**src/design/rpa_pkg.sv**
```systemverilog
// ---------------------------------------------------------------------------
// rpa_pkg
// Sizes, codes and shared types of the reference counted page allocator.
// ---------------------------------------------------------------------------
package rpa_pkg;

   localparam int PAGES      = 32768;
   localparam int PAGE_SHIFT = 12;

   localparam int ADDR_W = 32;
   localparam int CNT_W  = 8;
   localparam int IDX_W  = (PAGES > 1) ? $clog2(PAGES) : 1;
   localparam int FILL_W = $clog2(PAGES + 1);

   localparam logic [ADDR_W-1:0] PAGE_MASK = ADDR_W'((64'd1 << PAGE_SHIFT) - 64'd1);
   localparam logic [CNT_W-1:0]  CNT_MAX   = '1;

   // Configuration port
   localparam int CSR_ADDR_W = 3;
   localparam logic CSR_POOL_BASE = 1'b0;
   localparam logic CSR_POOL_TOP  = 1'b1;
   localparam logic [ADDR_W-1:0] POOL_BASE_RESET = 32'h8000_0000;
   localparam logic [ADDR_W-1:0] POOL_TOP_RESET  = 32'h8800_0000;

   typedef enum logic [1:0] {
      FUNC_ALLOC    = 2'd0,
      FUNC_FREE     = 2'd1,
      FUNC_ADD_REF  = 2'd2,
      FUNC_READ_REF = 2'd3
   } func_type;

   typedef enum logic [1:0] {
      STATUS_OK       = 2'd0,
      STATUS_EMPTY    = 2'd1,
      STATUS_BAD_ADDR = 2'd2,
      STATUS_OVERFLOW = 2'd3
   } status_type;

   typedef enum logic [1:0] {
      ST_CLEAR,
      ST_IDLE,
      ST_EXEC
   } state_type;

   typedef struct packed {
      logic [ADDR_W-1:0] pool_base;
      logic [ADDR_W-1:0] pool_top;
   } cfg_type;

   // Access to the count memory
   typedef struct packed {
      logic             we;
      logic [IDX_W-1:0] waddr;
      logic [CNT_W-1:0] wdata;
      logic             re;
      logic [IDX_W-1:0] raddr;
   } cnt_mem_req_type;

   // Access to the free stack memory
   typedef struct packed {
      logic             we;
      logic [IDX_W-1:0] waddr;
      logic [IDX_W-1:0] wdata;
      logic             re;
      logic [IDX_W-1:0] raddr;
   } stk_mem_req_type;

endpackage

```
**src/design/rpa_csr.sv**
```systemverilog
// ---------------------------------------------------------------------------
// rpa_csr
// APB-style register block holding the pool base and pool top.
// ---------------------------------------------------------------------------
module rpa_csr (
   input  logic                             clock,
   input  logic                             reset,
   input  logic                             psel,
   input  logic                             penable,
   input  logic                             pwrite,
   input  logic [rpa_pkg::CSR_ADDR_W-1:0]   paddr,
   input  logic [rpa_pkg::ADDR_W-1:0]       pwdata,
   output logic [rpa_pkg::ADDR_W-1:0]       prdata,
   output logic                             pready,
   output rpa_pkg::cfg_type                 cfg
);
   import rpa_pkg::*;

   logic [ADDR_W-1:0] pool_base_ff, pool_base_in;
   logic [ADDR_W-1:0] pool_top_ff, pool_top_in;
   logic              wr_en;

   assign pready = 1'b1;
   assign wr_en  = psel && penable && pwrite;

   // Decode the write on the word address
   always_comb begin
      pool_base_in = pool_base_ff;
      pool_top_in  = pool_top_ff;
      if (wr_en) begin
         case (paddr[2])
            CSR_POOL_BASE: pool_base_in = pwdata;
            CSR_POOL_TOP:  pool_top_in  = pwdata;
            default:       pool_base_in = pool_base_ff;
         endcase
      end
   end

   always_ff @(posedge clock) begin
      if (reset) begin
         pool_base_ff <= POOL_BASE_RESET;
         pool_top_ff  <= POOL_TOP_RESET;
      end else begin
         pool_base_ff <= pool_base_in;
         pool_top_ff  <= pool_top_in;
      end
   end

   // Read back
   always_comb begin
      case (paddr[2])
         CSR_POOL_BASE: prdata = pool_base_ff;
         CSR_POOL_TOP:  prdata = pool_top_ff;
         default:       prdata = '0;
      endcase
   end

   assign cfg.pool_base = pool_base_ff;
   assign cfg.pool_top  = pool_top_ff;

endmodule

```
**config.mk**
```make
export PLATFORM = sky130hd
export DESIGN_NAME = rpa_csr
export DESIGN_NICKNAME = d
export VERILOG_FILES = /design/src/design/rpa_pkg.sv /design/src/design/rpa_csr.sv
export SDC_FILE = /design/constraint.sdc
export NUM_CORES = 1
export LEC_CHECK = 0
export BUFFER_PORTS_ARGS = -buffer_cell sky130_fd_sc_hd__buf_2
export CORE_MARGIN = 3
export CORE_UTILIZATION = 47
export CTS_BUF_LIST = sky130_fd_sc_hd__clkbuf_16
export DETAILED_ROUTE_END_ITERATION = 12
export PLACE_DENSITY = 0.8
export SYNTH_ARGS = -nofsm -noshare
export SYNTH_HDL_FRONTEND = slang
export SYNTH_SLANG_ARGS = --single-unit
```
**constraint.sdc**
```tcl
create_clock -name clock -period 1.5 [get_ports clock]
set_input_delay 0.3 -clock clock [delete_from_list [all_inputs] [get_ports clock]]
set_output_delay 0.3 -clock clock [all_outputs]
set_load 0.03 [all_outputs]
```
# Yosys cells after proc, flatten, opt, wreduce, memory -nomap -nowiden
# Index checks and enable logic that the tools add are counted.
word_totals:
  ram_bits: 0
  elab_cells: 8
  latchBits: 0
  ff_bits: 64
  mem_count: 0
  rom_bits: 0
  input_bits: 40
  out_inout_bits: 97
classes:
  eq_ne: 0
  magnitude_cmp: 0
  n_div: 0
  n_addsub: 0
  reduce_logical: 4
  bitwise_logic: 1
  shifts: 0
  n_mux: 1
  multipliers: 0
ops:
  columns: ["op", "n"]
  rows:
  - ["one-hot mux 32 bit (2 select lines)", 1]
  - ["AND reduction 2 bit", 2]
  - ["logical AND 1 bit", 2]
  - ["NOT 1 bit", 1]

# Depth between registers and ports, before layout
depth:
  ltp_word: 3
  depth_mapped: 5
  mapped_depth_nobuf: 2

# Worst setup path after synthesis
# Ideal clock, no wire load.
synth_path:
  path_kind: "input-to-output"
  startpoint: "input paddr[2] (netlist name)"
  endpoint: "output prdata[0] (netlist name)"
  required_time_ns: 1.200
  cell_stages: 3
  path_buffers: 2
  arrival_time_ns: 1.027
  slack_ns: 0.173
  path_cell_list: "buf_6 -> buf_2 -> mux2_2"
synth_via:
  elab_chain_len: 2
synth_lines:
  columns: ["item", "line_no", "text"]
  rows:
  - ["start: declaration", "rpa_csr.sv:11", "input logic [rpa_pkg::CSR_ADDR_W-1:0] paddr,"]
  - ["NOT 1 bit (no line)", null, null]
  - ["one-hot mux 32 bit (2 select lines) *", "rpa_csr.sv:51", "case (paddr[2])"]
  - ["end: declaration", "rpa_csr.sv:13", "output logic [rpa_pkg::ADDR_W-1:0] prdata,"]
# Every way passes the cells marked *; elsewhere a longest branch is shown, timed or not.

# Final worst setup path
layout_path:
  startpoint: "input paddr[2] (netlist name)"
  endpoint: "output prdata[31] (netlist name)"
# Same word-level chain as after synthesis.

==> flow_metrics.py <==
metrics = {
    "logic_synthesis": {
        "synth_ff_type": "dfxtp_1",
        "synth_cell_type_count": 15,
        "syn_area_mm2": 0.00306,
        "synth_most_common_cell": "nand2b_1",
        "synthCells": 284,
        "syn_nets": 324,
        "yosysSeqAreaShare": 0.418,
        "synth_top_area_share": 0.418,
        "yosysTopAreaCell": "dfxtp_1",
        "synth_common_cells": "92 x nand2b_1, 64 x dfxtp_1, 64 x mux2i_1",
        "ys_warn_count": 0,
        "ys_async_sr_fraction": 0,
        "synthesis.area_per_instance_um2": 10.8,
        "synth_edf_count": 0,
        "synthTopCellsByArea": "dfxtp_1 42%, mux2i_1 21%, nand2b_1 19%",
        "ys_ff_latch": 64,
    },
    "grt": {
        "grtUsageTotal": 0.181,
        "met2_usage": 0.309,
        "grt_pass1_vias": 2295,
        "grt_util_met3": 0.0409,
        "top_usage_layer": "met2",
        "grt_max_degree": 98,
        "grt_pass1_wl_um": 10900,
        "antenna_found_initial": 0,
        "grtUsageMet1": 0.221,
        "overflow": 0,
    },
    "clock_network": {
        "cts_setup_buffers": 0,
        "cts_tree": "done",
        "holdBufCountCts": 0,
        "numCtsBuffers": 9,
        "cts_root_buf": "clkbuf_16",
        "clkSlewWorstSetupHoldPaths_ns": 0.05,
        "clk_latency_ns": 0.31,
        "cts_sinks": 64,
        "clock_path_buffers": 2,
        "cts_resized": 0,
        "ctsHtreeMaxLevel": 3,
    },
    "worst_setup_path": {
        "crit_type": "in2out",
        "end_kind": "output port",
        "r2r_start": "pool_top_ff[1]$_SDFFE_PP0P_",
        "critical_path_required_ns": 1.20,
        "cp_max_fo": 20,
        "start_kind": "input port",
        "worst_ep_arrival_time_ns": 1.15,
        "setup.worst_path.start": "paddr[2]",
    },
    "placed_design": {
        "numPortBuffers": 133,
        "place_inst": 477,
        "place_congestion": 0.725,
        "dp_hpwl_um": 4760,
    },
    "die": {
        "start_util": 0.500,
        "coreArea_mm2": 0.00613,
        "ioPinCount": 137,
        "chipWidth_um": 86.7,
        "die_h_um": 86.7,
        "rows": 28,
        "dieArea_mm2": 0.00752,
    },
    "drt": {
        "drt_wl_total_um": 6740,
        "drtIter0Drc": 40,
        "drc": 0,
        "ant_nets": 0,
        "wl_per_cell_um": 13.7,
        "vias": 2396,
        "routed_via_density": 4.86,
        "first_pass_iters": 4,
    },
    "power": {
        "peakVddDrop_mv": 0.751,
        "powerDensity_mw_per_mm2": 1030,
        "p_leak_uw": 0.00209,
    },
    "outcome": {
        "outcome": "complete, no violations",
    },
    "timing": {
        "rsz0062_at_grt": "false",
        "period_share": 0.967,
        "hold_viol": 0,
        "fmax_ghz": 0.689,
        "final.min_clock_period_ns": 1.45,
        "setup_viol": 0,
        "fin_setup_tns_ns": 0,
        "slew_viol_final": 0,
        "fin_worst_skew_ns": 0,
    },
    "layout": {
        "nets": 453,
        "fill_cells": 508,
        "drive_gt1_frac": 0.440,
        "area.growth.synth_to_final_pct": 32.4,
        "instances_no_fill": 493,
        "diodes": 0,
    },
    "worst_hold_path": {
        "hold_class": "in2reg",
        "min_from": "pwdata[27]",
    },
    "run": {
        "cap_violations": 0,
    },
}
registers in the layout (all words and copies together) (netlist names):
signal and count:
pool_top_ff 32, pool_base_ff 32
worst paths after layout:
kind                                         to  slack (ns)  cells after the start
setup / recovery                     prdata[31]        0.05                      4
hold / removal    pool_base_ff[27]$_SDFFE_PP0P_        0.26                      3
hold reg to reg    pool_base_ff[6]$_SDFFE_PP0P_        0.48                      2
setup reg to reg    pool_top_ff[1]$_SDFFE_PP0P_        0.84                      2
kinds of logic after synthesis:
logic type,share of synthesized area
mux,0.327
flops,0.418
simple gates,0.205
other cells,0.00122
buf+inv,0.0490
cells in the final DEF (no fill, tap or decap):
cell type  Yosys  routed
inv_1          0       1
clkinv_1       0       4
clkbuf_16      0       9
mux2_2        32      32
nor2_1         5       5
bufinv_16      0       1
and4_1         1       1
buf_12         2       4
dfxtp_1       64      64
mux2i_1       64      64
conb_1         1       1
buf_2          7     133
clkinv_2       0       1
and4b_2        0       1
nand4b_1       1       1
nand4_1        1       1
buf_4          3       3
nand2b_1      92      92
layer usage:
layer	vias to the layer above	wire [µm]
met5	-	0
met4	0	43
met3	5	436
met2	82	3400
met1	1099	2870
li1	1210	-
where the power goes:
| group | internal [µW] | switching, µW |
|---|---|---|
| Combinational | 203 | 272 |
| Sequential | 1740 | 27.2 |
| Clock | 1250 | 684 |
per-stage QoR:
stage | hold slack [ns] | area (µm²) | total power (µW) | utilization | setup WS, ns
detailed placement | 0.477 | 3780 | 2280 | 0.616 | 0.0282
global route | 0.267 | 4060 | 4320 | 0.662 | 0.0221
CTS | 0.255 | 4060 | 4220 | 0.662 | 0.0410
floorplan | 0.455 | 3060 | 2130 | - | 0.173
global placement | 0.469 | 3780 | 2270 | 0.616 | 0.0702
finish | 0.261 | 4060 | 4180 | 0.662 | 0.0493
layout make-up:
| class | instances | area [µm²] | share of cell area |
|---|---|---|---|
| multi-input combinational | 198 | 1630 | 0.403 |
| sequential | 64 | 1280 | 0.316 |
| timing repair buffer | 140 | 768 | 0.189 |
| clock buffer | 9 | 225 | 0.0555 |
| tap | 75 | 93.8 | 0.0231 |
| clock inverter | 7 | 53.8 | 0.0133 |
worst max-delay path, stage by stage:
cell and delay (ns):
buf_2 0.14, buf_12 0.17, mux2_2 0.35, buf_2 0.18
(Power assumes the default switching activity.)
