===== src/design/rpa_pkg.sv =====
// ---------------------------------------------------------------------------
// rpa_pkg
// Sizes, codes and shared types of the reference counted page allocator.
// ---------------------------------------------------------------------------
package rpa_pkg;

   localparam int PAGES      = 32768;
   localparam int PAGE_SHIFT = 12;

   localparam int ADDR_W = 32;
   localparam int CNT_W  = 8;
   localparam int IDX_W  = (PAGES > 1) ? $clog2(PAGES) : 1;
   localparam int FILL_W = $clog2(PAGES + 1);

   localparam logic [ADDR_W-1:0] PAGE_MASK = ADDR_W'((64'd1 << PAGE_SHIFT) - 64'd1);
   localparam logic [CNT_W-1:0]  CNT_MAX   = '1;

   // Configuration port
   localparam int CSR_ADDR_W = 3;
   localparam logic CSR_POOL_BASE = 1'b0;
   localparam logic CSR_POOL_TOP  = 1'b1;
   localparam logic [ADDR_W-1:0] POOL_BASE_RESET = 32'h8000_0000;
   localparam logic [ADDR_W-1:0] POOL_TOP_RESET  = 32'h8800_0000;

   typedef enum logic [1:0] {
      FUNC_ALLOC    = 2'd0,
      FUNC_FREE     = 2'd1,
      FUNC_ADD_REF  = 2'd2,
      FUNC_READ_REF = 2'd3
   } func_type;

   typedef enum logic [1:0] {
      STATUS_OK       = 2'd0,
      STATUS_EMPTY    = 2'd1,
      STATUS_BAD_ADDR = 2'd2,
      STATUS_OVERFLOW = 2'd3
   } status_type;

   typedef enum logic [1:0] {
      ST_CLEAR,
      ST_IDLE,
      ST_EXEC
   } state_type;

   typedef struct packed {
      logic [ADDR_W-1:0] pool_base;
      logic [ADDR_W-1:0] pool_top;
   } cfg_type;

   // Access to the count memory
   typedef struct packed {
      logic             we;
      logic [IDX_W-1:0] waddr;
      logic [CNT_W-1:0] wdata;
      logic             re;
      logic [IDX_W-1:0] raddr;
   } cnt_mem_req_type;

   // Access to the free stack memory
   typedef struct packed {
      logic             we;
      logic [IDX_W-1:0] waddr;
      logic [IDX_W-1:0] wdata;
      logic             re;
      logic [IDX_W-1:0] raddr;
   } stk_mem_req_type;

endpackage


===== src/design/rpa_channels.sv =====
// ---------------------------------------------------------------------------
// Request and result channels
// Valid/ready stream interfaces carrying one request or one result.
// ---------------------------------------------------------------------------
interface rpa_req_if;
   import rpa_pkg::*;

   logic              valid;
   logic              ready;
   logic [1:0]        func;
   logic [ADDR_W-1:0] page_addr;

   modport source (output valid, output func, output page_addr, input ready);
   modport sink   (input valid, input func, input page_addr, output ready);
endinterface

interface rpa_rsp_if;
   import rpa_pkg::*;

   logic              valid;
   logic              ready;
   logic [1:0]        status;
   logic [ADDR_W-1:0] result_addr;
   logic [CNT_W-1:0]  use_count;
   logic              returned_to_pool;

   modport source (output valid, output status, output result_addr, output use_count,
                   output returned_to_pool, input ready);
   modport sink   (input valid, input status, input result_addr, input use_count,
                   input returned_to_pool, output ready);
endinterface


===== src/design/rpa_engine.sv =====
// ---------------------------------------------------------------------------
// rpa_engine
// Request sequencer: address check, memory read, modify and write back.
// ---------------------------------------------------------------------------
module rpa_engine (
   input  logic                           clock,
   input  logic                           reset,
   input  rpa_pkg::cfg_type               cfg,
   rpa_req_if.sink                        req_chan,
   rpa_rsp_if.source                      rsp_chan,
   output rpa_pkg::cnt_mem_req_type       cnt_req,
   input  logic [rpa_pkg::CNT_W-1:0]      cnt_rdata,
   output rpa_pkg::stk_mem_req_type       stk_req,
   input  logic [rpa_pkg::IDX_W-1:0]      stk_rdata
);
   import rpa_pkg::*;

   state_type          state_ff, state_in;
   logic [IDX_W-1:0]   clr_ff, clr_in;
   logic [FILL_W-1:0]  fill_ff, fill_in;
   func_type           func_ff, func_in;
   logic [IDX_W-1:0]   idx_ff, idx_in;
   logic               bad_ff, bad_in;

   logic               rsp_valid_ff, rsp_valid_in;
   status_type         status_ff, status_in;
   logic [ADDR_W-1:0]  result_addr_ff, result_addr_in;
   logic [CNT_W-1:0]   use_count_ff, use_count_in;
   logic               returned_ff, returned_in;

   logic [ADDR_W-1:0]  eff_base;
   logic [ADDR_W-1:0]  req_offset;
   logic [IDX_W-1:0]   req_idx;
   logic               req_bad;
   logic [FILL_W-1:0]  fill_m1;
   logic [CNT_W-1:0]   cnt_dec;
   logic [CNT_W-1:0]   cnt_inc;
   logic               go;

   // Check the request address against the pool bounds
   assign eff_base   = cfg.pool_base & ~PAGE_MASK;
   assign req_offset = req_chan.page_addr - eff_base;
   assign req_idx    = req_offset[PAGE_SHIFT +: IDX_W];
   assign req_bad    = ((req_chan.page_addr & PAGE_MASK) != '0) ||
                       (req_chan.page_addr < eff_base) ||
                       (req_chan.page_addr >= cfg.pool_top) ||
                       ((req_offset >> PAGE_SHIFT) >= ADDR_W'(PAGES));

   assign fill_m1 = fill_ff - FILL_W'(1);
   assign cnt_dec = (cnt_rdata != '0) ? cnt_rdata - CNT_W'(1) : '0;
   assign cnt_inc = (cnt_rdata != CNT_MAX) ? cnt_rdata + CNT_W'(1) : CNT_MAX;

   // Write back only when the result register is free or being taken
   assign go = !rsp_valid_ff || rsp_chan.ready;

   // Next state, memory accesses and result
   always_comb begin
      state_in       = state_ff;
      clr_in         = clr_ff;
      fill_in        = fill_ff;
      func_in        = func_ff;
      idx_in         = idx_ff;
      bad_in         = bad_ff;
      rsp_valid_in   = rsp_valid_ff && !rsp_chan.ready;
      status_in      = status_ff;
      result_addr_in = result_addr_ff;
      use_count_in   = use_count_ff;
      returned_in    = returned_ff;
      cnt_req        = '0;
      stk_req        = '0;
      req_chan.ready = 1'b0;

      case (state_ff)
         ST_CLEAR: begin
            // Sweep zero counts into the count memory
            cnt_req.we    = 1'b1;
            cnt_req.waddr = clr_ff;
            cnt_req.wdata = '0;
            clr_in        = clr_ff + IDX_W'(1);
            if (clr_ff == IDX_W'(PAGES - 1)) begin
               state_in = ST_IDLE;
            end
         end

         ST_IDLE: begin
            req_chan.ready = 1'b1;
            if (req_chan.valid) begin
               func_in       = func_type'(req_chan.func);
               idx_in        = req_idx;
               bad_in        = req_bad;
               cnt_req.re    = 1'b1;
               cnt_req.raddr = req_idx;
               stk_req.re    = 1'b1;
               stk_req.raddr = fill_m1[IDX_W-1:0];
               state_in      = ST_EXEC;
            end
         end

         ST_EXEC: begin
            if (go) begin
               rsp_valid_in   = 1'b1;
               status_in      = STATUS_OK;
               result_addr_in = '0;
               use_count_in   = '0;
               returned_in    = 1'b0;
               state_in       = ST_IDLE;
               if (func_ff == FUNC_ALLOC) begin
                  // Pop the top of the stack and give the page a count of one
                  if (fill_ff == '0) begin
                     status_in = STATUS_EMPTY;
                  end else begin
                     fill_in        = fill_m1;
                     cnt_req.we     = 1'b1;
                     cnt_req.waddr  = stk_rdata;
                     cnt_req.wdata  = CNT_W'(1);
                     use_count_in   = CNT_W'(1);
                     result_addr_in = eff_base + (ADDR_W'(stk_rdata) << PAGE_SHIFT);
                  end
               end else if (bad_ff) begin
                  status_in = STATUS_BAD_ADDR;
               end else begin
                  case (func_ff)
                     FUNC_FREE: begin
                        // Drop the count, push the page once it reaches zero
                        cnt_req.we    = 1'b1;
                        cnt_req.waddr = idx_ff;
                        cnt_req.wdata = cnt_dec;
                        use_count_in  = cnt_dec;
                        if (cnt_dec == '0) begin
                           if (fill_ff == FILL_W'(PAGES)) begin
                              status_in = STATUS_OVERFLOW;
                           end else begin
                              stk_req.we    = 1'b1;
                              stk_req.waddr = fill_ff[IDX_W-1:0];
                              stk_req.wdata = idx_ff;
                              fill_in       = fill_ff + FILL_W'(1);
                              returned_in   = 1'b1;
                           end
                        end
                     end
                     FUNC_ADD_REF: begin
                        cnt_req.we    = 1'b1;
                        cnt_req.waddr = idx_ff;
                        cnt_req.wdata = cnt_inc;
                        use_count_in  = cnt_inc;
                     end
                     FUNC_READ_REF: begin
                        use_count_in = cnt_rdata;
                     end
                     default: begin
                        use_count_in = cnt_rdata;
                     end
                  endcase
               end
            end
         end

         default: begin
            state_in = ST_CLEAR;
         end
      endcase
   end

   // Control state
   always_ff @(posedge clock) begin
      if (reset) begin
         state_ff     <= ST_CLEAR;
         clr_ff       <= '0;
         fill_ff      <= '0;
         rsp_valid_ff <= 1'b0;
      end else begin
         state_ff     <= state_in;
         clr_ff       <= clr_in;
         fill_ff      <= fill_in;
         rsp_valid_ff <= rsp_valid_in;
      end
   end

   // Request and result payload
   always_ff @(posedge clock) begin
      func_ff        <= func_in;
      idx_ff         <= idx_in;
      bad_ff         <= bad_in;
      status_ff      <= status_in;
      result_addr_ff <= result_addr_in;
      use_count_ff   <= use_count_in;
      returned_ff    <= returned_in;
   end

   assign rsp_chan.valid            = rsp_valid_ff;
   assign rsp_chan.status           = status_ff;
   assign rsp_chan.result_addr      = result_addr_ff;
   assign rsp_chan.use_count        = use_count_ff;
   assign rsp_chan.returned_to_pool = returned_ff;

endmodule


===== src/flat_wrapper.sv =====
// flat-port wrapper written by rule: the top's interface ports become plain ports
module rpa_engine_flat import rpa_pkg::*;
  (clock, reset, cfg, cnt_req, cnt_rdata, stk_req, stk_rdata, req_chan_valid, req_chan_func, req_chan_page_addr, req_chan_ready, rsp_chan_valid, rsp_chan_status, rsp_chan_result_addr, rsp_chan_use_count, rsp_chan_returned_to_pool, rsp_chan_ready);
  rpa_req_if req_chan_i ();
  rpa_rsp_if rsp_chan_i ();
  input  logic clock;
  input  logic reset;
  input  rpa_pkg::cfg_type cfg;
  output rpa_pkg::cnt_mem_req_type cnt_req;
  input  logic [rpa_pkg::CNT_W-1:0] cnt_rdata;
  output rpa_pkg::stk_mem_req_type stk_req;
  input  logic [rpa_pkg::IDX_W-1:0] stk_rdata;
  input wire logic [$bits(req_chan_i.valid)-1:0] req_chan_valid;
  input wire logic [$bits(req_chan_i.func)-1:0] req_chan_func;
  input wire logic [$bits(req_chan_i.page_addr)-1:0] req_chan_page_addr;
  output wire logic [$bits(req_chan_i.ready)-1:0] req_chan_ready;
  output wire logic [$bits(rsp_chan_i.valid)-1:0] rsp_chan_valid;
  output wire logic [$bits(rsp_chan_i.status)-1:0] rsp_chan_status;
  output wire logic [$bits(rsp_chan_i.result_addr)-1:0] rsp_chan_result_addr;
  output wire logic [$bits(rsp_chan_i.use_count)-1:0] rsp_chan_use_count;
  output wire logic [$bits(rsp_chan_i.returned_to_pool)-1:0] rsp_chan_returned_to_pool;
  input wire logic [$bits(rsp_chan_i.ready)-1:0] rsp_chan_ready;
  assign req_chan_i.valid = req_chan_valid;
  assign req_chan_i.func = req_chan_func;
  assign req_chan_i.page_addr = req_chan_page_addr;
  assign req_chan_ready = req_chan_i.ready;
  assign rsp_chan_valid = rsp_chan_i.valid;
  assign rsp_chan_status = rsp_chan_i.status;
  assign rsp_chan_result_addr = rsp_chan_i.result_addr;
  assign rsp_chan_use_count = rsp_chan_i.use_count;
  assign rsp_chan_returned_to_pool = rsp_chan_i.returned_to_pool;
  assign rsp_chan_i.ready = rsp_chan_ready;
  rpa_engine u_core (.clock(clock), .reset(reset), .cfg(cfg), .req_chan(req_chan_i), .rsp_chan(rsp_chan_i), .cnt_req(cnt_req), .cnt_rdata(cnt_rdata), .stk_req(stk_req), .stk_rdata(stk_rdata));
endmodule

===== config.mk =====
export PLATFORM = sky130hd
export DESIGN_NAME = rpa_engine_flat
export DESIGN_NICKNAME = d
export VERILOG_FILES = /design/src/design/rpa_pkg.sv /design/src/design/rpa_channels.sv /design/src/design/rpa_engine.sv /design/src/flat_wrapper.sv
export SDC_FILE = /design/constraint.sdc
export NUM_CORES = 1
export LEC_CHECK = 0
export ABC_CLOCK_PERIOD_IN_PS = 2700
export BUFFER_PORTS_ARGS = -buffer_cell sky130_fd_sc_hd__buf_2
export CORE_UTILIZATION = 45
export CTS_BUF_LIST = sky130_fd_sc_hd__clkbuf_8
export CTS_CLUSTER_SIZE = 14
export DETAILED_ROUTE_END_ITERATION = 7
export PLACE_DENSITY = 0.75
export SLEW_MARGIN = 20
export SYNTH_ARGS = -nofsm -noshare
export SYNTH_HDL_FRONTEND = slang
export SYNTH_SLANG_ARGS = --single-unit

===== constraint.sdc =====
create_clock -name clock -period 2.7 [get_ports clock]
set_input_delay 0.27 -clock clock [delete_from_list [all_inputs] [get_ports clock]]
set_output_delay 0.27 -clock clock [all_outputs]
set_load 0.01 [all_outputs]

======== Yosys cells after proc, flatten, opt, wreduce, memory -nomap -nowiden ========
Cells that the tools add are included.
storage, ports and cells
  input bits .............................. 125
  bits in registers ....................... 95
operators by class
  magnitude comparators ................... 3
  eq/ne operators ......................... 13
  mux-type cells .......................... 43
  bitwise gates (word level) .............. 3
  add/subtract/negate cells ............... 7
  reductions and logical operators ........ 21
operators by type and width
  kind                     number
  $mux W31                 7
  $mux W16                 10
  $mux W24                 4
  $pmux W24 S2             2
  $add A32 B27 Y32         1
  $ge A32 B32 Y1           1
  $lt A32 B32 Y1           1
  $mux W8                  4
  $reduce_bool A32 Y1      1
  $sub A32 B32 Y32         1
  $ge A20 B16 Y1 const B   1
  $add A16 B1 Y16 const B  1
  $eq A16 B16 Y1 const B   1
  $logic_not A16 Y1        1
  $mux W2                  8
  $pmux W8 S2              1
  $sub A16 B1 Y16 const B  1
  $add A15 B1 Y15 const B  1
  $eq A15 B15 Y1 const B   1
  $add A8 B1 Y8 const B    1
  $logic_not A8 Y1         1
  $ne A8 B8 Y1 const B     1
  $reduce_bool A8 Y1       1
  $sub A8 B1 Y8 const B    1
  17 further kinds         37

======== Depth between registers and ports, before layout ========
Gate-level depths: netlist of run 1.
  depth in word-level cells ............... 9
  gate-level depth with buffers ........... 11
  mapped depth without buffers ............ 11

======== Worst setup path before layout of run 1 ========
No wires, ideal clock.
  path kind ............................... reg2reg
  start point ............................. register u_core.state_ff[1]
  end point ............................... register u_core.fill_ff[4]
  setup time .............................. 123 ps
  data required time ...................... 2,577 ps
  data arrival time ....................... 2,508 ps
  path buffers ............................ 1
  stages on the path, launching flop included .. 9
  path slack .............................. 69 ps
  period minus slack after synthesis ...... 2,631 ps
  cells stage by stage .................... dfxtp_1 -> nor2b_1 -> nand2_1 -> inv_1 -> o211ai_2 -> o21a_4 -> buf_6 -> a21oi_1 -> mux2_1
between the ends
  longest elaborated chain between the ends .. 2
RTL lines
  item                         RTL line           source
  start, declared              rpa_engine.sv:18   state_type state_ff, state_in;
  start signal, assigned       rpa_engine.sv:172  state_ff <= state_in;
  $eq A2 B2 Y1                 rpa_engine.sv:73   case (state_ff)
  $reduce_and A7 Y1 (no line)  -
  end signal, assigned         rpa_engine.sv:174  fill_ff <= fill_in;
  end, declared                rpa_engine.sv:20   logic [FILL_W-1:0] fill_ff, fill_in;
No other way between the ends.
A chain may end at the register's enable or synchronous reset.

==> impl_metrics.tcl, run 1 <==
set metrics [dict create \
    drive_gt1_share_pct 29.98 \
    mostFrequentLayoutCells "buf_2 (234), nor2_1 (95), inv_1 (74)" \
    seq_power_share_pct 43.4 \
    antenna_found_initial 0 \
    synthesis.area_sq_mm 0.007711 \
    max-slew-margin-rel_pct 52.50 \
    path_max_fanout 9 \
    yosysUniqueCellTypes 72 \
    critPathArrivalTime_ps 2330 \
    p_leak_uw 0.004709 \
    drt_wl_total_microns 23900 \
    cp_slowest_stage_delay_ps 330 \
    via_count 8137 \
    slew_viol_final 0 \
    status "complete, no violations" \
    place_area_sq_mm 0.009264 \
    ir_drop_mv 0.2302 \
    drc 0 \
    drt_iter0_drc 657 \
    synth_cells 966 \
    grt_pass1_wl_microns 37900 \
    synth_area_leader_cell "edfxtp_1" \
    grt_overflow 0 \
    crit_path_end_kind "output port" \
    core_area_sq_mm 0.01664 \
    cts_sinks 83 \
    clkPwrFrac_pct 31.8 \
    reg2reg_setup_slack_ps 140 \
    clockRootBuffer "clkbuf_8" \
    fin_area_sq_mm 0.009878 \
    cts_tree "yes" \
    grtUsageMet2_pct 45.40 \
    p_comb_share_pct 24.7 \
    synth_top_area_share_pct 19.08 \
    via_per_inst 5.596 \
    final_common_cell "buf_2" \
    tightest_slew_ps 712.5 \
    dp_hpwl_microns 18480 \
    clk_pin_slew_ps 90 \
    report.final.setup_viol 0 \
    grt_use_total_pct 27.12 \
    use_met1_pct 34.12 \
    synth_area_leaders "edfxtp_1 (19%), ha_1 (12%), dfxtp_1 (8.8%), nor2_1 (4.9%), a21oi_1 (4.0%)" \
    die_h_microns 132.9 \
    h-tree-depth 3 \
    switching_share_pct 31.33 \
    place_congestion 0.9525 \
    antenna_cells 0 \
    nets 1432 \
    fmax_mhz 384.2 \
    routedWlPerCell_microns 16.44 \
    synth-async-reset-ratio_pct 0 \
    crit_path_start_kind "register" \
    synth_warnings 0 \
    power_density_mw_per_mm2 314.4 \
    die_area_sq_mm 0.01766 \
    syn_area_per_cell_sq_um 7.983 \
    min_path_type "in2reg" \
    cp_cell_sequence "inv_2, ha_4, buf_6, nand3_4, nor2_4, nand3_2, o31ai_4, nor3_4, buf_12, buf_4, and2_1, buf_2" \
    synthMuxAreaShare_pct 1.233 \
    io_pins 257 \
    clockBufferDepth 2 \
    ctsHoldBuffers 0 \
    synth_edf_count 49 \
    met3_usage_pct 6.437 \
    period_share_pct 96.41 \
    grt_pass1_vias 7542 \
    num_rows 47 \
    final_hold_viol_count 0 \
    synth-simple-area-share_pct 25.04 \
    synth-seq-cells 83 \
    seq_area_frac_synth_pct 27.91 \
    area_growth_pct 28.10 \
    cp.required_ps 2430 \
    cts_made_buffers 9 \
    clock_skew_ps 15.46 \
    start_util_pct 46.33 \
    synth_top_family_by_area "simple AND/OR/NAND/NOR gates" \
    dpl.cell_count 1419 \
    synthFlopType "edfxtp_1" \
    die_width_microns 132.9 \
    worstSkewPairLatency_ps 380 \
    grt_busiest_layer "met2" \
    crit_type "reg2out" \
    grt_start_max_net_pins 37 \
    fin_cells 1454 \
    synth_compound_area_share_pct 19.26 \
    synth_adder_area_share_pct 12.85 \
    synth_xor_area_share_pct 6.020 \
    firstDrtPassIters 5 \
    p_int_uw 2133 \
    max-cap-violations 0 \
    io_buffers 232 \
    final.min_clock_period_ps 2603 \
    ant_nets 0 \
    slowest_stage "dfxtp_1" \
    netSwitchingPower_uw 973.1 \
    n_fill_cell 1509 \
]
-- cells in the mapped netlist (all sizes together), types with 16 or more instances --
| library cell | instances |
|---|---|
| nor2 | 100 |
| inv | 79 |
| ha | 76 |
| nand2 | 74 |
| o21ai | 62 |
| a21oi | 61 |
| edfxtp | 49 |
| and2 | 46 |
| dfxtp | 34 |
| nor3 | 33 |
| clkbuf | 31 |
| xnor2 | 29 |
| buf | 24 |
| nand3 | 24 |
| xor2 | 24 |
| or3 | 16 |
-- final timing paths --
kind / cells after the start / startpoint / to
setup / recovery: 12 / u_core.fill_ff[0] / stk_req[40]
setup reg to reg: 9 / u_core.func_ff[0] / u_core.fill_ff[4]
hold / removal: 1 / req_chan_func[1] / u_core.func_ff[1]
hold reg to reg: 2 / u_core.rsp_chan.valid / u_core.rsp_chan.valid
-- registers in the layout, summed over array words and instances, names as in the netlist --
signal / count
u_core.idx_ff: 15
u_core.func_ff: 2
u_core.rsp_chan.result_addr: 20
u_core.rsp_chan.use_count: 8
u_core.clr_ff: 15
u_core.state_ff: 2
u_core.rsp_chan.valid: 1
u_core.rsp_chan.returned_to_pool: 1
u_core.bad_ff: 1
u_core.rsp_chan.status: 2
u_core.fill_ff: 16
-- through the flow --
step	hold WS [ps]	worst slack (ps)	power (uW)	TNS (ps)	util [%]
final	108.1	96.87	3106	0	59.36
after global routing	79.38	-22.36	3266	-121.0	59.36
after CTS	84.93	0.8680	3095	0	58.45
after detailed placement	486.3	-64.60	2111	-168.4	55.67
after global placement	482.8	-13.34	2102	-13.34	55.67
after floorplan	368.9	68.61	1868	0	-
-- routing by layer --
layer	routed length, microns	up-vias	part of all wire (%)
met4	667	0	2.8
met1	10010	3732	42
met5	0	-	0
met3	1973	56	8.3
li1	-	3960	-
met2	11260	389	47
-- worst max-delay path, delay by kind of cell, from the launching register on --
family	cells	cell delay (ps)
buffers and inverters	5	640
and+or+nand+nor	5	570
DFF	1	330
AOI/OAI and AO/OA	1	270
adders and majority gates	1	140
-- repair_timing --
item / 4_1_cts / 5_1_grt
gates resized for setup: 36 / 30
pin swaps: 4 / 13
buffers inserted: 9 / 6
endpoints found under the setup margin: 43 / 56
cloned: 4 / 0
-- kinds of logic after synthesis --
family,after synthesis
and+or+nand+nor,379
AOI/OAI and AO/OA,229
buffers and inverters,134
DFF,83
adders and majority gates,78
xor gates and xnor gates,53
muxes,9
other,1
-- cell type report --
cell class / count / area [sq um] / area share [%]
Multi-Input combinational cell: 760 / 5229 / 52.93
Sequential cell: 83 / 2156 / 21.82
Timing Repair Buffer: 296 / 1713 / 17.34
Inverter: 79 / 299.0 / 3.027
Tap cell: 220 / 275.3 / 2.787
Clock buffer: 9 / 123.9 / 1.254
Clock inverter: 7 / 82.58 / 0.8360
-- power by group through the flow --
stage / clock network, uW / registers [uW] / logic [uW]
global route: 1060 / 1350 / 856
finish: 989 / 1350 / 768
floorplan: 0 / 1380 / 491
detailed placement: 0 / 1380 / 734
CTS: 1000 / 1350 / 743
global placement: 0 / 1380 / 725
Power figures use the tool's default switching activity.
==> run 2, diff against run 1 <==
- ABC_AREA: default -> 1
- PLACE_DENSITY: 0.75 -> 0.74
==> run 2 against run 1 <==
Combinational power grew 12%. First-iteration DRC count shrank 19%. Flip-flop and latch count is the same. Utilization shrank 2.8 points. Final area grew 4.6%. Via count grew 9.5%. Clock skew is essentially flat. Synthesized cell count grew 28%. Non-clock buffer count shrank 31.
==> impl_metrics.tcl, run 2 <==
set metrics [dict create \
    status "complete, no violations" \
    max-slew-margin-rel_pct 57.57 \
    firstDrtPassIters 5 \
    dp_hpwl_microns 21080 \
    clockRootBuffer "clkbuf_8" \
    fin_area_sq_mm 0.01033 \
    io_pins 257 \
    drc 0 \
    max-cap-violations 0 \
    synthFlopType "edfxtp_1" \
    clock_skew_ps 15.70 \
    crit_type "reg2out" \
    synth-async-reset-ratio_pct 0 \
    tightest_slew_ps 630.6 \
    worstSkewPairLatency_ps 390 \
    netSwitchingPower_uw 1047 \
    antenna_found_initial 2 \
    crit_path_end_kind "output port" \
    via_per_inst 5.202 \
    switching_share_pct 33.92 \
    grt_setup_unrepaired "yes" \
    cp_cell_sequence "inv_2, ha_1, inv_2, nor3_4, nand4_1, nor2_2, nand2_2, nor2_4, nand2_8, buf_12, nor2_4, buf_2" \
    crit_path_start_kind "register" \
    drt_wl_total_microns 26160 \
    cts_made_buffers 9 \
    syn_area_per_cell_sq_um 6.905 \
    synthesis.area_sq_mm 0.008528 \
    final_hold_viol_count 0 \
    synth_area_leaders "edfxtp_1 (17%), ha_1 (11%), nand2_1 (11%), inv_1 (9.0%), dfxtp_1 (8.0%)" \
    ir_drop_mv 0.2382 \
    reg2reg_setup_slack_ps 470 \
    n_fill_cell 1805 \
    grt_start_max_net_pins 37 \
    place_area_sq_mm 0.009889 \
    clk_pin_slew_ps 90 \
    p_int_uw 2039 \
    synth_top_area_share_pct 17.25 \
    r2r-start "u_core.fill_ff[5]" \
    synth_cells 1235 \
    area_growth_pct 21.17 \
    drt_iter0_drc 532 \
    grt_overflow 0 \
    setup_tns_ps 0 \
    io_buffers 232 \
    path_max_fanout 6 \
    synth_most_common_cell "nand2_1" \
    mostFrequentLayoutCells "nand2_1 (245), buf_2 (231), inv_1 (200)" \
    p_leak_uw 0.005272 \
    yosysUniqueCellTypes 55 \
    fmax_mhz 371.4 \
    h-tree-depth 3 \
    ctsHoldBuffers 0 \
    die_width_microns 139.7 \
    synth-seq-cells 83 \
    cp.required_ps 2430 \
    clockBufferDepth 2 \
    grt_pass1_vias 8324 \
    die_h_microns 139.7 \
    grt_use_total_pct 26.93 \
    whs_path_depth 1 \
    ant_nets 0 \
    cp_slowest_stage_delay_ps 430 \
    period_share_pct 99.73 \
    start_util_pct 46.68 \
    register_area_sq_mm 0.002157 \
    place_congestion 0.9569 \
    slowest_stage "edfxtp_1" \
    ys_top_cells_by_count "nand2_1 (246), inv_1 (205), nor2_1 (133)" \
    synth_edf_count 49 \
    die_area_sq_mm 0.01951 \
    cts_sinks 83 \
    slew_viol_final 0 \
    core_area_sq_mm 0.01827 \
    multi_input_area_sq_mm 0.005411 \
    r2r-end "u_core.fill_ff[11]" \
    synth_area_leader_cell "edfxtp_1" \
    via_count 8911 \
    nets 1679 \
    min_path_type "in2reg" \
    power_density_mw_per_mm2 298.6 \
    clkPwrFrac_pct 28.3 \
    synth_warnings 0 \
    min_to "u_core.func_ff[1]" \
    critPathArrivalTime_ps 2420 \
    p_comb_share_pct 27.9 \
    final.min_clock_period_ps 2693 \
    cts_tree "yes" \
    seq_power_share_pct 43.8 \
    holdCritStartpoint "req_chan_func[1]" \
    drive_gt1_share_pct 25.46 \
    seq_area_frac_synth_pct 25.23 \
    grt_pass1_wl_microns 41430 \
    reg2regPathDepth 9 \
    num_rows 49 \
    final_common_cell "nand2_1" \
    largest_register_ffs 20 \
    routedWlPerCell_microns 15.27 \
    report.final.setup_viol 0 \
]
[run 2: metrics by stage]
stage / util (%) / hold WS (ps) / cells / setup slack [ps] / power, uW
5_1_grt: 56.55 / 48.13 / 1712 / -66.07 / 3253
2_1_floorplan: - / 368.9 / 1246 / 458.1 / 1953
3_5_place_dp: 54.13 / 448.4 / 1684 / 114.7 / 2219
4_1_cts: 55.46 / 39.60 / 1703 / -2.113 / 3086
3_3_place_gp: 54.13 / 447.7 / 1684 / 128.1 / 2207
6_report: 56.56 / 56.33 / 1713 / 7.284 / 3086
[run 2: metal layers]
metal / part of all wire [%] / wire length, microns / global-route usage [%] / vias to the layer above
met5: 0 / 0 / 0 / -
met4: 3.6 / 943 / 11.16 / 0
met3: 7.4 / 1944 / 3.751 / 62
met2: 47 / 12190 / 45.49 / 330
met1: 42 / 11070 / 34.44 / 4025
li1: - / - / - / 4494
[run 2: power groups by stage]
stage | Combinational (uW) | Sequential (uW) | Clock, uW
2_1_floorplan | 573 | 1380 | 0
3_3_place_gp | 826 | 1380 | 0
3_5_place_dp | 838 | 1380 | 0
4_1_cts | 844 | 1350 | 891
5_1_grt | 974 | 1350 | 926
6_report | 861 | 1350 | 872
[run 2: cell families (layout without fill, tap and decap cells)]
logic type	Yosys count	after routing	synth area share [%]
fa+ha+maj	78	78	11.62
simple gates	558	558	31.47
flops	83	83	25.23
xor+xnor	38	38	3.903
mux	1	1	0.1174
compound gates	217	217	14.39
other cells	1	15	0.04397
buf+inv	259	494	13.22
[run 2: how the worst max path moves through the flow]
stage | startpoint | slack, ps | endpoint | cells after the start
finish | u_core.func_ff[1] | 7 | stk_req[20] | 12
global route | u_core.func_ff[0] | -70 | cnt_req[38] | 10
CTS | u_core.func_ff[1] | -2 | stk_req[21] | 12
detailed placement | cnt_rdata[0] | 110 | stk_req[21] | 15
global placement | cnt_rdata[0] | 130 | stk_req[20] | 15
floorplan | u_core.func_ff[0] | 460 | cnt_req[27] | 8
[run 2: layout make-up]
type / count / share of cell area [%]
multi-input cells: 904 / 52.37
flip-flops and latches: 83 / 20.87
repair buffers: 265 / 14.37
inverters: 213 / 7.810
well taps: 229 / 2.773
clock buffers: 10 / 1.332
clock inverters: 6 / 0.3996
diodes: 3 / 0.07265
[run 2: timing repair]
item / CTS / global route
cloned: 1 / 1
endpoints found under the setup margin: 43 / 47
resized for setup: 10 / 31
setup buffers: 2 / 6
pin swaps: 4 / 7
[run 2: worst max-delay path, delay by kind of cell (launching register included)]
family	cells	cell delay, ps
adder cells (fa/ha/maj)	1	180
buffers and inverters	4	500
flip-flops	1	430
AND/OR/NAND/NOR	7	930
==> run 3, diff against run 2 <==
- CTS_CLUSTER_DIAMETER: default -> 100
- RECOVER_POWER: default -> 25
- REMOVE_ABC_BUFFERS: default -> 1
==> run 3 against run 2 <==
Fmax increased by 3.0%. Routed wire length decreased by 4.3%. Final cell count about the same. Non-clock buffer count increased by 3. Critical path type unchanged. Critical endpoint is now stk_req[16].
==> impl_metrics.tcl, run 3 (same netlist as run 2, synthesis figures left out) <==
set metrics [dict create \
    status "complete, no violations" \
    n_fill_cell 1815 \
    place_area_sq_mm 0.009905 \
    max-slew-margin-rel_pct 18.78 \
    mostFrequentLayoutCells "nand2_1 (245), inv_1 (199), buf_2 (196)" \
    start_util_pct 46.68 \
    antenna_found_initial 1 \
    reg2regPathDepth 12 \
    final_common_cell "nand2_1" \
    clock_skew_ps 9.912 \
    max-cap-violations 0 \
    die_h_microns 139.7 \
    ir_drop_mv 0.1826 \
    largest_register_ffs 20 \
    crit_type "reg2out" \
    path_max_fanout 7 \
    nets 1683 \
    io_buffers 232 \
    cp_cell_sequence "inv_2, ha_2, inv_2, nor3_2, nand4_1, nor2_2, nand2_2, nor2_4, nand2_8, buf_12, nor2_1, buf_2" \
    grt_overflow 0 \
    io_pins 257 \
    fin_area_sq_mm 0.01032 \
    clockRootBuffer "clkbuf_8" \
    crit_path_start_kind "register" \
    die_width_microns 139.7 \
    reg2reg_setup_slack_ps 260 \
    grt_setup_unrepaired "yes" \
    report.final.setup_viol 0 \
    h-tree-depth 3 \
    via_count 8899 \
    grt_use_total_pct 25.34 \
    clk_pin_slew_ps 90 \
    final.min_clock_period_ps 2615 \
    cts_made_buffers 9 \
    multi_input_area_sq_mm 0.005411 \
    area_growth_pct 21.05 \
    fmax_mhz 382.3 \
    cp_slowest_stage_delay_ps 400 \
    firstDrtPassIters 6 \
    r2r-start "u_core.fill_ff[5]" \
    antenna_cells 0 \
    slowest_stage "edfxtp_1" \
    setup_tns_ps 0 \
    dp_hpwl_microns 20140 \
    fin_cells 1714 \
    critPathArrivalTime_ps 2350 \
    routedWlPerCell_microns 14.60 \
    cts_tree "yes" \
    num_rows 49 \
    register_area_sq_mm 0.002160 \
    cp.required_ps 2430 \
    power_density_mw_per_mm2 304.1 \
    ant_nets 0 \
    final_hold_viol_count 0 \
    drc 0 \
    min_path_type "in2reg" \
    core_area_sq_mm 0.01827 \
    drive_gt1_share_pct 23.64 \
    setup_ws_ps 84.52 \
    place_congestion 0.9422 \
    drt_wl_total_microns 25020 \
    place_ws_ps 111.9 \
    grt_pass1_wl_microns 39410 \
    slew_viol_final 0 \
    grt_start_max_net_pins 26 \
    tightest_slew_ps 1218 \
    report.power.total_uw 3139 \
    clockBufferDepth 2 \
    cts_sinks 83 \
    crit_end "stk_req[16]" \
    cp.depth 12 \
    dpl.cell_count 1686 \
    critPathTopFamily "simple AND/OR/NAND/NOR gates" \
    period_share_pct 96.87 \
    crit_path_start "u_core.func_ff[1]" \
    worstSkewPairLatency_ps 380 \
    p_leak_uw 0.005189 \
    drt_iter0_drc 647 \
    grt_pass1_vias 8328 \
    r2r-end "u_core.fill_ff[14]" \
    via_per_inst 5.192 \
    crit_path_end_kind "output port" \
    die_area_sq_mm 0.01951 \
    crit_top_cell "inv_2" \
    path_buf_inv 4 \
]
run 3: power breakdown:
part	internal, uW	switching (uW)
registers	1350	5.55
clock network	433	519
logic	323	511
run 3: per-stage QoR:
stage,utilization [%],hold slack [ps]
floorplan,-,339.1
global placement,54.21,448.0
detailed placement,54.21,449.2
CTS,55.75,46.84
global route,56.51,45.95
finish,56.51,53.45
run 3: cell type report:
cell class,instances,area share (%)
Timing Repair inverter,1,0.06060
Clock inverter,7,0.7272
Sequential cell,83,20.92
Tap cell,229,2.775
Clock buffer,9,1.200
Multi-Input combinational cell,904,52.42
Timing Repair Buffer,268,14.08
Inverter,213,7.817
run 3: worst reg2reg max path: stages, from the launching register on:
cell     delay (ps)
dfxtp_1         450
inv_2           120
nand4_4         160
nor3_4           70
nand4_1         160
nand2_4         130
buf_4           160
buf_4           130
a21oi_2         470
nand2_4         250
nand2_1         110
nand2_1          60
nor2_1          100
run 3: how the worst min path moves through the flow:
stage                     start           endpoint  depth (start not counted)
2_1_floorplan             reset  u_core.fill_ff[0]                          1
3_3_place_gp   req_chan_func[0]  u_core.func_ff[0]                          1
4_1_cts        req_chan_func[1]  u_core.func_ff[1]                          1
6_report       req_chan_func[1]  u_core.func_ff[1]                          1
3_5_place_dp   req_chan_func[1]  u_core.func_ff[1]                          1
5_1_grt        req_chan_func[1]  u_core.func_ff[1]                          1
run 3: per-layer routing:
metal  vias up  wire length, microns  global-route usage, %
li1       4499                     -                      -
met1      3971                 10660                  31.82
met2       370                 11910                  43.67
met3        57                  1726                  3.613
met4         2                   722                  10.18
met5         -                    10                      0
run 3: repair_timing:
action,CTS,global route
cloned,1,1
setup endpoints to repair,40,45
pin swaps,1,8
resized for setup,10,36
setup buffers,2,8
hold buffers,0,0
